==> src/hw/rtl/eisu_pkg.sv <==
// package: shared types and constants for the external interrupt sense unit
`timescale 1ns / 1ps

package eisu_pkg;

   // fixed field widths
   localparam int MAX_LINES    = 8;
   localparam int LINE_W       = 3;
   localparam int LINE_CNT_W   = 4;
   localparam int CSR_INDEX_W  = 2;
   localparam int CSR_DATA_W   = 8;

   // command codes of a request beat
   typedef enum logic [1:0] {
      CMD_PIN    = 2'd0,
      CMD_ENABLE = 2'd1,
      CMD_SENSE  = 2'd2
   } cmd_type;

   // sense modes of one line
   typedef enum logic [1:0] {
      MODE_LOW    = 2'd0,
      MODE_TOGGLE = 2'd1,
      MODE_FALL   = 2'd2,
      MODE_RISE   = 2'd3
   } mode_type;

   // register indexes of the csr port
   localparam logic [CSR_INDEX_W-1:0] CSR_ASYNC_LINES = 2'd0;
   localparam logic [CSR_INDEX_W-1:0] CSR_LINE_COUNT  = 2'd1;

   // reset values
   localparam logic [MAX_LINES-1:0]  ASYNC_RESET      = 8'h00;
   localparam logic [LINE_CNT_W-1:0] LINE_COUNT_RESET = 4'd8;

endpackage

==> src/hw/rtl/eisu_if.sv <==
// interfaces: request, response and csr channels of the sense unit
`timescale 1ns / 1ps

interface eisu_req_if;
   logic                            valid;
   logic                            ready;
   logic [1:0]                      cmd;
   logic [eisu_pkg::LINE_W-1:0]     line;
   logic                            pin_level;
   logic [eisu_pkg::MAX_LINES-1:0]  enable_mask;
   logic [2*eisu_pkg::MAX_LINES-1:0] sense_bits;

   modport source (output valid, cmd, line, pin_level, enable_mask, sense_bits,
                   input ready);
   modport sink   (input valid, cmd, line, pin_level, enable_mask, sense_bits,
                   output ready);
endinterface

interface eisu_rsp_if;
   logic                           valid;
   logic                           ready;
   logic [eisu_pkg::MAX_LINES-1:0] raise_edge;
   logic [eisu_pkg::MAX_LINES-1:0] raise_level;
   logic [eisu_pkg::MAX_LINES-1:0] clear_edge;
   logic [eisu_pkg::MAX_LINES-1:0] clear_level;

   modport source (output valid, raise_edge, raise_level, clear_edge, clear_level,
                   input ready);
   modport sink   (input valid, raise_edge, raise_level, clear_edge, clear_level,
                   output ready);
endinterface

interface eisu_csr_if;
   logic                             valid;
   logic                             ready;
   logic [eisu_pkg::CSR_INDEX_W-1:0] index;
   logic [eisu_pkg::CSR_DATA_W-1:0]  data;

   modport source (output valid, index, data, input ready);
   modport sink   (input valid, index, data, output ready);
endinterface

==> src/hw/rtl/external_interrupt_sense_unit.sv <==
// top level: external interrupt edge/level sense unit
//
//   channel   dir  handshake      payload
//   req_chan  in   valid/ready    cmd, line, pin_level, enable_mask, sense_bits
//   rsp_chan  out  valid/ready    raise_edge, raise_level, clear_edge, clear_level
//   csr_chan  in   valid/ready    index, data (0 async_lines, 1 line_count)
//
// one beat per cycle in and out while the response is not stalled; a request beat is
// taken into the input register, then loaded into the output register, and leaves from there.
// the line state is updated as the beat moves from the input register to the
// output register, so back-to-back beats see each other's effects in order.
// reset is synchronous and returns the valid flags, configuration and line state to
// their reset values (pins idle high); csr writes are always accepted. a stalled response
// holds the output register; req ready drops while the input register is full and cannot advance.
`timescale 1ns / 1ps

module external_interrupt_sense_unit #(
   parameter int LINES = 8
) (
   input  logic        clock,
   input  logic        reset,
   eisu_req_if.sink    req_chan,
   eisu_rsp_if.source  rsp_chan,
   eisu_csr_if.sink    csr_chan
);

   localparam int ML  = eisu_pkg::MAX_LINES;
   localparam int LCW = eisu_pkg::LINE_CNT_W;
   localparam int LW  = eisu_pkg::LINE_W;

   // configuration registers
   logic [ML-1:0]  async_ff;
   logic [LCW-1:0] line_count_ff;

   // line state
   logic [LINES-1:0]    pin_ff,     pin_in;
   logic [LINES-1:0]    enabled_ff, enabled_in;
   eisu_pkg::mode_type  mode_ff [LINES];
   eisu_pkg::mode_type  mode_in [LINES];

   // input register
   logic                 s1_valid_ff;
   logic [1:0]           s1_cmd_ff;
   logic [LW-1:0]        s1_line_ff;
   logic                 s1_level_ff;
   logic [ML-1:0]        s1_enable_ff;
   logic [2*ML-1:0]      s1_sense_ff;

   // output register
   logic          out_valid_ff;
   logic [ML-1:0] re_ff, rl_ff, ce_ff, cl_ff;
   logic [ML-1:0] re_in, rl_in, ce_in, cl_in;

   logic           advance;
   logic           req_take;
   logic [LCW-1:0] active_n;

   // pipeline flow
   assign advance        = s1_valid_ff && (!out_valid_ff || rsp_chan.ready);
   assign req_chan.ready = !s1_valid_ff || advance;
   assign req_take       = req_chan.valid && req_chan.ready;
   assign csr_chan.ready = 1'b1;

   // number of lines in use, saturated to the built line count
   assign active_n = (line_count_ff > LCW'(LINES)) ? LCW'(LINES) : line_count_ff;

   // per-line sense logic
   always_comb begin
      eisu_pkg::mode_type new_mode;
      logic               old_pin;
      logic               up;
      logic               down;
      logic               en;
      re_in = '0;
      rl_in = '0;
      ce_in = '0;
      cl_in = '0;
      pin_in     = pin_ff;
      enabled_in = enabled_ff;
      for (int i = 0; i < LINES; i++) begin
         mode_in[i] = mode_ff[i];
      end
      for (int i = 0; i < LINES; i++) begin
         old_pin = pin_ff[i];
         up      = !old_pin && s1_level_ff;
         down    = old_pin && !s1_level_ff;
         en      = s1_enable_ff[i];
         if (async_ff[i]) begin
            new_mode = eisu_pkg::mode_type'({1'b1, s1_sense_ff[2*i]});
         end else begin
            new_mode = eisu_pkg::mode_type'(s1_sense_ff[2*i +: 2]);
         end
         if (LCW'(i) < active_n) begin
            case (s1_cmd_ff)
               eisu_pkg::CMD_PIN: begin
                  if (s1_line_ff == LW'(i)) begin
                     if (enabled_ff[i]) begin
                        case (mode_ff[i])
                           eisu_pkg::MODE_LOW:    rl_in[i] = down;
                           eisu_pkg::MODE_TOGGLE: re_in[i] = up || down;
                           eisu_pkg::MODE_FALL:   re_in[i] = down;
                           default:               re_in[i] = up;
                        endcase
                     end
                     pin_in[i] = s1_level_ff;
                  end
               end
               eisu_pkg::CMD_ENABLE: begin
                  if (en != enabled_ff[i]) begin
                     if (en) begin
                        if (mode_ff[i] == eisu_pkg::MODE_LOW) begin
                           ce_in[i] = 1'b1;
                           rl_in[i] = !old_pin;
                        end
                     end else if (mode_ff[i] == eisu_pkg::MODE_LOW) begin
                        cl_in[i] = 1'b1;
                     end else begin
                        ce_in[i] = 1'b1;
                     end
                  end
                  enabled_in[i] = en;
               end
               eisu_pkg::CMD_SENSE: begin
                  if (new_mode != mode_ff[i]) begin
                     if (enabled_ff[i]) begin
                        if (mode_ff[i] == eisu_pkg::MODE_LOW) begin
                           cl_in[i] = 1'b1;
                        end else if (new_mode == eisu_pkg::MODE_LOW) begin
                           ce_in[i] = 1'b1;
                           rl_in[i] = !old_pin;
                        end
                     end else if (new_mode == eisu_pkg::MODE_LOW) begin
                        ce_in[i] = 1'b1;
                     end
                  end
                  mode_in[i] = new_mode;
               end
               default: begin
               end
            endcase
         end
      end
   end

   // configuration writes
   always_ff @(posedge clock) begin
      if (reset) begin
         async_ff      <= eisu_pkg::ASYNC_RESET;
         line_count_ff <= eisu_pkg::LINE_COUNT_RESET;
      end else if (csr_chan.valid) begin
         case (csr_chan.index)
            eisu_pkg::CSR_ASYNC_LINES: async_ff      <= csr_chan.data;
            eisu_pkg::CSR_LINE_COUNT:  line_count_ff <= csr_chan.data[LCW-1:0];
            default: begin
            end
         endcase
      end
   end

   // line state update as a beat moves to the output register
   always_ff @(posedge clock) begin
      if (reset) begin
         pin_ff     <= '1;
         enabled_ff <= '0;
         for (int i = 0; i < LINES; i++) begin
            mode_ff[i] <= eisu_pkg::ASYNC_RESET[i] ? eisu_pkg::MODE_FALL
                                                   : eisu_pkg::MODE_LOW;
         end
      end else if (advance) begin
         pin_ff     <= pin_in;
         enabled_ff <= enabled_in;
         for (int i = 0; i < LINES; i++) begin
            mode_ff[i] <= mode_in[i];
         end
      end
   end

   // input register
   always_ff @(posedge clock) begin
      if (reset) begin
         s1_valid_ff <= 1'b0;
      end else if (req_chan.ready) begin
         s1_valid_ff <= req_chan.valid;
      end
   end

   always_ff @(posedge clock) begin
      if (req_take) begin
         s1_cmd_ff    <= req_chan.cmd;
         s1_line_ff   <= req_chan.line;
         s1_level_ff  <= req_chan.pin_level;
         s1_enable_ff <= req_chan.enable_mask;
         s1_sense_ff  <= req_chan.sense_bits;
      end
   end

   // output register
   always_ff @(posedge clock) begin
      if (reset) begin
         out_valid_ff <= 1'b0;
      end else if (advance) begin
         out_valid_ff <= 1'b1;
      end else if (rsp_chan.ready) begin
         out_valid_ff <= 1'b0;
      end
   end

   always_ff @(posedge clock) begin
      if (advance) begin
         re_ff <= re_in;
         rl_ff <= rl_in;
         ce_ff <= ce_in;
         cl_ff <= cl_in;
      end
   end

   assign rsp_chan.valid       = out_valid_ff;
   assign rsp_chan.raise_edge  = re_ff;
   assign rsp_chan.raise_level = rl_ff;
   assign rsp_chan.clear_edge  = ce_ff;
   assign rsp_chan.clear_level = cl_ff;

endmodule
==> src/flat_wrapper.sv <==
// flat-port wrapper written by rule: the top's interface ports become plain ports
module external_interrupt_sense_unit_flat 
#(
   parameter int LINES = 8
)
  (clock, reset, req_chan_valid, req_chan_cmd, req_chan_line, req_chan_pin_level, req_chan_enable_mask, req_chan_sense_bits, req_chan_ready, rsp_chan_valid, rsp_chan_raise_edge, rsp_chan_raise_level, rsp_chan_clear_edge, rsp_chan_clear_level, rsp_chan_ready, csr_chan_valid, csr_chan_index, csr_chan_data, csr_chan_ready);
  eisu_req_if req_chan_i ();
  eisu_rsp_if rsp_chan_i ();
  eisu_csr_if csr_chan_i ();
  input  logic clock;
  input  logic reset;
  input wire logic [$bits(req_chan_i.valid)-1:0] req_chan_valid;
  input wire logic [$bits(req_chan_i.cmd)-1:0] req_chan_cmd;
  input wire logic [$bits(req_chan_i.line)-1:0] req_chan_line;
  input wire logic [$bits(req_chan_i.pin_level)-1:0] req_chan_pin_level;
  input wire logic [$bits(req_chan_i.enable_mask)-1:0] req_chan_enable_mask;
  input wire logic [$bits(req_chan_i.sense_bits)-1:0] req_chan_sense_bits;
  output wire logic [$bits(req_chan_i.ready)-1:0] req_chan_ready;
  output wire logic [$bits(rsp_chan_i.valid)-1:0] rsp_chan_valid;
  output wire logic [$bits(rsp_chan_i.raise_edge)-1:0] rsp_chan_raise_edge;
  output wire logic [$bits(rsp_chan_i.raise_level)-1:0] rsp_chan_raise_level;
  output wire logic [$bits(rsp_chan_i.clear_edge)-1:0] rsp_chan_clear_edge;
  output wire logic [$bits(rsp_chan_i.clear_level)-1:0] rsp_chan_clear_level;
  input wire logic [$bits(rsp_chan_i.ready)-1:0] rsp_chan_ready;
  input wire logic [$bits(csr_chan_i.valid)-1:0] csr_chan_valid;
  input wire logic [$bits(csr_chan_i.index)-1:0] csr_chan_index;
  input wire logic [$bits(csr_chan_i.data)-1:0] csr_chan_data;
  output wire logic [$bits(csr_chan_i.ready)-1:0] csr_chan_ready;
  assign req_chan_i.valid = req_chan_valid;
  assign req_chan_i.cmd = req_chan_cmd;
  assign req_chan_i.line = req_chan_line;
  assign req_chan_i.pin_level = req_chan_pin_level;
  assign req_chan_i.enable_mask = req_chan_enable_mask;
  assign req_chan_i.sense_bits = req_chan_sense_bits;
  assign req_chan_ready = req_chan_i.ready;
  assign rsp_chan_valid = rsp_chan_i.valid;
  assign rsp_chan_raise_edge = rsp_chan_i.raise_edge;
  assign rsp_chan_raise_level = rsp_chan_i.raise_level;
  assign rsp_chan_clear_edge = rsp_chan_i.clear_edge;
  assign rsp_chan_clear_level = rsp_chan_i.clear_level;
  assign rsp_chan_i.ready = rsp_chan_ready;
  assign csr_chan_i.valid = csr_chan_valid;
  assign csr_chan_i.index = csr_chan_index;
  assign csr_chan_i.data = csr_chan_data;
  assign csr_chan_ready = csr_chan_i.ready;
  external_interrupt_sense_unit #(.LINES(LINES)) u_core (.clock(clock), .reset(reset), .req_chan(req_chan_i), .rsp_chan(rsp_chan_i), .csr_chan(csr_chan_i));
endmodule
==> config.mk <==
export PLATFORM = sky130hd
export DESIGN_NAME = external_interrupt_sense_unit_flat
export DESIGN_NICKNAME = d
export VERILOG_FILES = /design/src/hw/rtl/eisu_pkg.sv /design/src/hw/rtl/eisu_if.sv /design/src/hw/rtl/external_interrupt_sense_unit.sv /design/src/flat_wrapper.sv
export SDC_FILE = /design/constraint.sdc
export NUM_CORES = 1
export LEC_CHECK = 0
export BUFFER_PORTS_ARGS = -buffer_cell sky130_fd_sc_hd__buf_2
export CELL_PAD_IN_SITES_DETAIL_PLACEMENT = 1
export CELL_PAD_IN_SITES_GLOBAL_PLACEMENT = 2
export CORE_MARGIN = 4
export CORE_UTILIZATION = 41
export CTS_BUF_LIST = sky130_fd_sc_hd__clkbuf_8
export CTS_CLUSTER_DIAMETER = 150
export DETAILED_ROUTE_END_ITERATION = 8
export PLACE_DENSITY = 0.86
export SYNTH_ARGS = -nofsm -noshare
export SYNTH_HDL_FRONTEND = slang
export SYNTH_SLANG_ARGS = --single-unit
==> constraint.sdc <==
create_clock -name clock -period 4.04 [get_ports clock]
set_clock_uncertainty 0.1 [all_clocks]
set_input_delay 0.808 -clock clock [delete_from_list [all_inputs] [get_ports clock]]
set_output_delay 0.808 -clock clock [all_outputs]
set_load 0.05 [all_outputs]
After elaboration in Yosys (flattened, before gate mapping)
Memory sizes are Yosys's and may differ from the RTL's. Index checks and enable logic that the tools add are counted.

Input bits: 45. Register bits after elaboration: 92. Memories: 1. RAM bits: 16. Word-level logic and storage cells: 450.

Eq/ne operators: 42. Order comparisons: 9. Reductions and logical operators: 85. Multiplexer cells: 248. Bitwise operators: 8.

Memories: u_core.mode_ff (depth 8, bits a word 2, rd ports 8, clocked after Yosys merged registers in 0, write ports 8, RTL line external_interrupt_sense_unit.sv:38) `eisu_pkg::mode_type mode_ff [LINES];`.

Operator list (number): 1-bit two-way mux (183); 2-bit two-way mux (32); 4-bit AND reduction (16); 1-bit case mux with 3 select lines (16); 2-bit logical NOT (18); 1-bit case mux with 2 select lines (16); 3-bit AND reduction (8); 2-bit by 1-bit equality test with 1-bit output, second input constant (10); 2-bit equality test, second input constant (9); 1-bit logical AND (18); 3-bit by 4-bit < comparator with 1-bit output, first input constant (4); 2-bit inequality test (8); 3-bit equality test, second input constant (4); 1-bit logical NOT (11); 1-bit logical OR (10); 1-bit by 4-bit < comparator with 1-bit output, first input constant (2); 2-bit by 4-bit < comparator with 1-bit output, first input constant (2); 1-bit inequality test (8); 1-bit OR (8); 3-bit by 2-bit equality test with 1-bit output, second input constant (2); 4-bit > comparator, second input constant (1); 4-bit two-way mux (1); 2-bit AND reduction (2); 3-bit by 1-bit equality test with 1-bit output, second input constant (1); other kinds (2) (2).

Depth between registers and ports, before layout
Depth in word-level cells: 7. Mapped depth: 7. Depth with buffers taken out: 6.

Least setup slack after synthesis
Ideal clock, no wire load.

Path kind: in2reg. Start: input rsp_chan_ready. End: memory u_core.mode_ff[0][12] in the netlist's numbering (enable). Data required time: 3675 ps. Data arrival time: 2454 ps. Cell stages on the path: 5. Library setup time: 265 ps. Slack: 1221 ps. Cells stage by stage: nand2b_1 > nand2_1 > clkinv_1 > nand2_1 > o21bai_1.

RTL lines: start: declaration (RTL line flat_wrapper.sv:24) `input wire logic [$bits(rsp_chan_i.ready)-1:0] rsp_chan_ready;`; end: declaration (RTL line external_interrupt_sense_unit.sv:38).

Worst setup path in the final report
Start: register u_core.s1_cmd_ff[0]. End: register u_core.rl_ff[3] (netlist: u_core.rsp_chan.raise_level[3]), data pin.

Word-level cells in the longest chain between the ends: 2. Elaborated cells on any way between the ends: 4. Those cells by class: 2 x eq/ne; 1 x mux; 1 x reduce/logical.

RTL lines: start: declaration (RTL line external_interrupt_sense_unit.sv:43) `logic [1:0] s1_cmd_ff;`; start signal: assignment (RTL line external_interrupt_sense_unit.sv:189) `s1_cmd_ff <= req_chan.cmd;`; 2-bit equality test, or another cell as far along (RTL line external_interrupt_sense_unit.sv:94) `case (s1_cmd_ff)`; 1-bit case mux with 3 select lines (*) (RTL line external_interrupt_sense_unit.sv:94); end signal: assignment (RTL line external_interrupt_sense_unit.sv:211) `rl_ff <= rl_in;`; end: declaration (RTL line external_interrupt_sense_unit.sv:51) `logic [ML-1:0] re_ff, rl_ff, ce_ff, cl_ff;`.

Every way passes the cells marked *; elsewhere a longest branch is shown, timed or not. A chain may end at the register's enable or synchronous reset.

==> flow_summary.ini <==
[status]
status = finished clean

[flow_run]
maxCapViolCount = 0

[clock_network]
cts_resized = 0
cts_made_buffers = 9
cts.sinks = 108
ctsHoldBuffers = 0
cts_tree = done
clockBufferDepth = 2
cts_root_buf = clkbuf_8
clkTransAtPathRegs_ns = 0.09
clock_latency_ns = 0.39
cts_setup_buffers = 0
htree_levels = 3

[synthesis]
yosysTopAreaCellShare_pct = 43.6
synth_area_leaders = edfxtp_1 (44%), dfxtp_1 (11%), ha_1 (6.5%)
synth-seq-cells = 108
synth.distinct_cells = 52
synth-edff-count = 78
synth_top_cell_by_area = edfxtp_1
yosysSeqAreaShare_pct = 54.8
synth_cells = 494
syn_avg_cell_area_um2 = 10.9
async_reset_ff_share_pct = 0
ys.flop_type = edfxtp_1
synth_area_um2 = 5370
yosysWarnings = 0
postSynthNetCount = 567

[floorplanning]
die_area_um2 = 15000
rows = 41
core_area_um2 = 12700
start_util_pct = 42.2
io_pins = 80
fp.dieH_um = 122
dieWidth_um = 122

[drt]
num_vias = 4080
drc_errors = 0
viasPerCell = 5.48
drt-initial-drc-count = 213
antenna_left = 0
routedWlPerCell_um = 19.2
dr.pass1.iters = 4
wirelength_um = 14300

[placement]
place_inst = 729
dp_hpwl_um = 10300
io_buffers = 78
place_ws_ns = 1.56
dpl_cell_area_um2 = 5930
gp_congestion = 0.901

[worst_hold_path]
worstHoldPathType = register to register

[global_routing]
grt_pass1_vias = 4394
gr-total-overflow = 0
grt_pass1_wl_um = 22900
antenna_found_initial = 0
track_usage_pct = 20.2
grt_max_degree = 39

[power]
p_leak_nw = 2.42
p_total_mw = 2.28
ir_worst_vdd_mv = 0.214
powerDensity_nw_per_um2 = 371

[timing]
slew_violations = 0
fmax_mhz = 428
min_period_over_period_pct = 57.9
fin_setup_tns_ns = 0
max_slew_margin_pct = 36.0
setup_viol = 0
rsz0062_at_grt = no
period_needed_ns = 2.34
worst_slew_pin_slew_ns = 0.956
fin_ws_ns = 1.70
hold_viol_final = 0

[setup_path]
worstSetupPathType = register to register
crit_fanout = 12
r2r_setup_slack_ns = 1.70
cp-start-kind = register
cp.required_ns = 4.15
end_kind = register
cp.arrival_ns = 2.45

[layout]
fill_cells = 1450
diodes = 0
nNetsFinal = 641
drive_gt1_share_pct = 19.2
area_growth_pct = 14.4
final_cell_area_um2 = 6140
instances_no_fill = 745
==> logic make-up after synthesis <==
logic type | after synthesis | share of synthesized area, %
xor gates and xnor gates | 8 | 1.30
buffers and inverters | 41 | 3.19
and+or+nand+nor | 199 | 19.4
AOI/OAI and AO/OA | 84 | 9.88
muxes | 25 | 4.80
adders and majority gates | 28 | 6.52
DFF | 108 | 54.8
other | 1 | 0.0698
==> critical path, stage by stage (launching register included) <==
cell      delay [ns]
edfxtp_1        0.44
inv_1           0.11
ha_1            0.47
buf_4           0.32
o21a_1          0.18
nand3_1         0.10
a2111o_1        0.37
o21ai_0         0.09
==> cell usage after synthesis, types with 2 or more instances <==
master     instances
edfxtp_1          78
nor2_1            60
nand2_1           33
dfxtp_1           30
a21oi_1           29
ha_1              28
inv_1             20
mux2i_1           19
and2_1            16
nor3_1            15
o21ai_0           15
clkbuf_1          12
nand3b_1           9
nor3b_1            9
o21a_1             9
nand3_1            8
nand4_1            8
nand4b_1           8
or3_1              8
xor2_1             8
o21bai_1           7
mux2_2             6
nand2b_1           6
nor2b_1            6
nor4_1             6
a22oi_1            5
buf_2              5
a31oi_1            4
a211oi_1           2
a2bb2oi_1          2
a41oi_1            2
==> layout by cell type, fill, tap and decap left out, drive strengths merged, types with 2 or more instances in the layout <==
cell type,synthesis,routed
o21a,9,9
mux2i,19,19
nand4b,8,8
nand4,9,9
bufinv,0,2
nor2,61,61
a31oi,4,4
edfxtp,78,78
ha,28,28
clkbuf,12,10
o21ai,15,15
nor3,15,15
nor2b,6,6
and2,16,16
a21oi,30,30
nand2b,6,6
mux2,6,6
or3,8,8
clkinv,1,3
nand3b,9,9
inv,20,22
nor4,6,6
o21bai,7,7
xor2,8,8
nand2,33,33
dfxtp,30,30
a211oi,2,2
a2bb2oi,2,2
a41oi,2,2
nand3,8,8
buf,8,83
a22oi,5,5
nor3b,9,9
==> worst paths after layout <==
path	start	end	cells past startpoint
worst max-delay path	u_core.s1_cmd_ff[0]	u_core.rsp_chan.raise_level[3]	7
worst min-delay path	u_core.async_ff[0]	u_core.async_ff[0]	2
worst max register to register	u_core.s1_cmd_ff[0]	u_core.rsp_chan.raise_level[3]	7
worst min register to register	u_core.async_ff[0]	u_core.async_ff[0]	2
==> registers in the layout, indices dropped and copies added, names as in the netlist <==
name and flops:
u_core.rsp_chan.clear_level 8, u_core.rsp_chan.valid 1, u_core.rsp_chan.raise_level 8, u_core.rsp_chan.raise_edge 8, u_core.rsp_chan.clear_edge 8, u_core.s1_sense_ff 16, u_core.enabled_ff 8, u_core.s1_enable_ff 8
u_core.s1_valid_ff 1, u_core.s1_cmd_ff 2, u_core.async_ff 8, u_core.line_count_ff 4, u_core.s1_level_ff 1, u_core.s1_line_ff 3, u_core.mode_ff 16, u_core.pin_ff 8
==> layout make-up <==
type                       instances  area, um^2  share of cell area [%]
clock buffer                      10         138                    2.24
multi-input combinational        345        2260                    36.8
inverter                          21        78.8                    1.28
tap                              172         215                    3.50
sequential                       108        2940                    47.9
timing repair buffer              83         428                    6.97
clock inverter                     6        78.8                    1.28
==> where the power goes <==
part           leakage [nW]  switching [mW]  internal, mW  total (mW)
Combinational          1.29           0.179        0.0836       0.263
Sequential             1.01          0.0432          1.24        1.28
Clock                 0.115           0.373         0.362       0.734
==> metrics by stage <==
stage	hold slack, ns	util, %
5_1_grt	0.466	48.3
2_1_floorplan	0.377	-
4_1_cts	0.448	48.3
3_5_place_dp	0.424	46.6
3_3_place_gp	0.405	46.6
6_report	0.442	48.3
==> per-layer routing <==
layer / share of wire, % / vias to the layer above / GRT usage (%)
met5: 0 / - / 0
met4: 2.1 / 0 / 7.63
met3: 3.7 / 21 / 3.69
met2: 51 / 78 / 35.3
met1: 43 / 2035 / 24.8
li1: - / 1946 / -
Note: power is estimated with default switching activity, not from simulation.
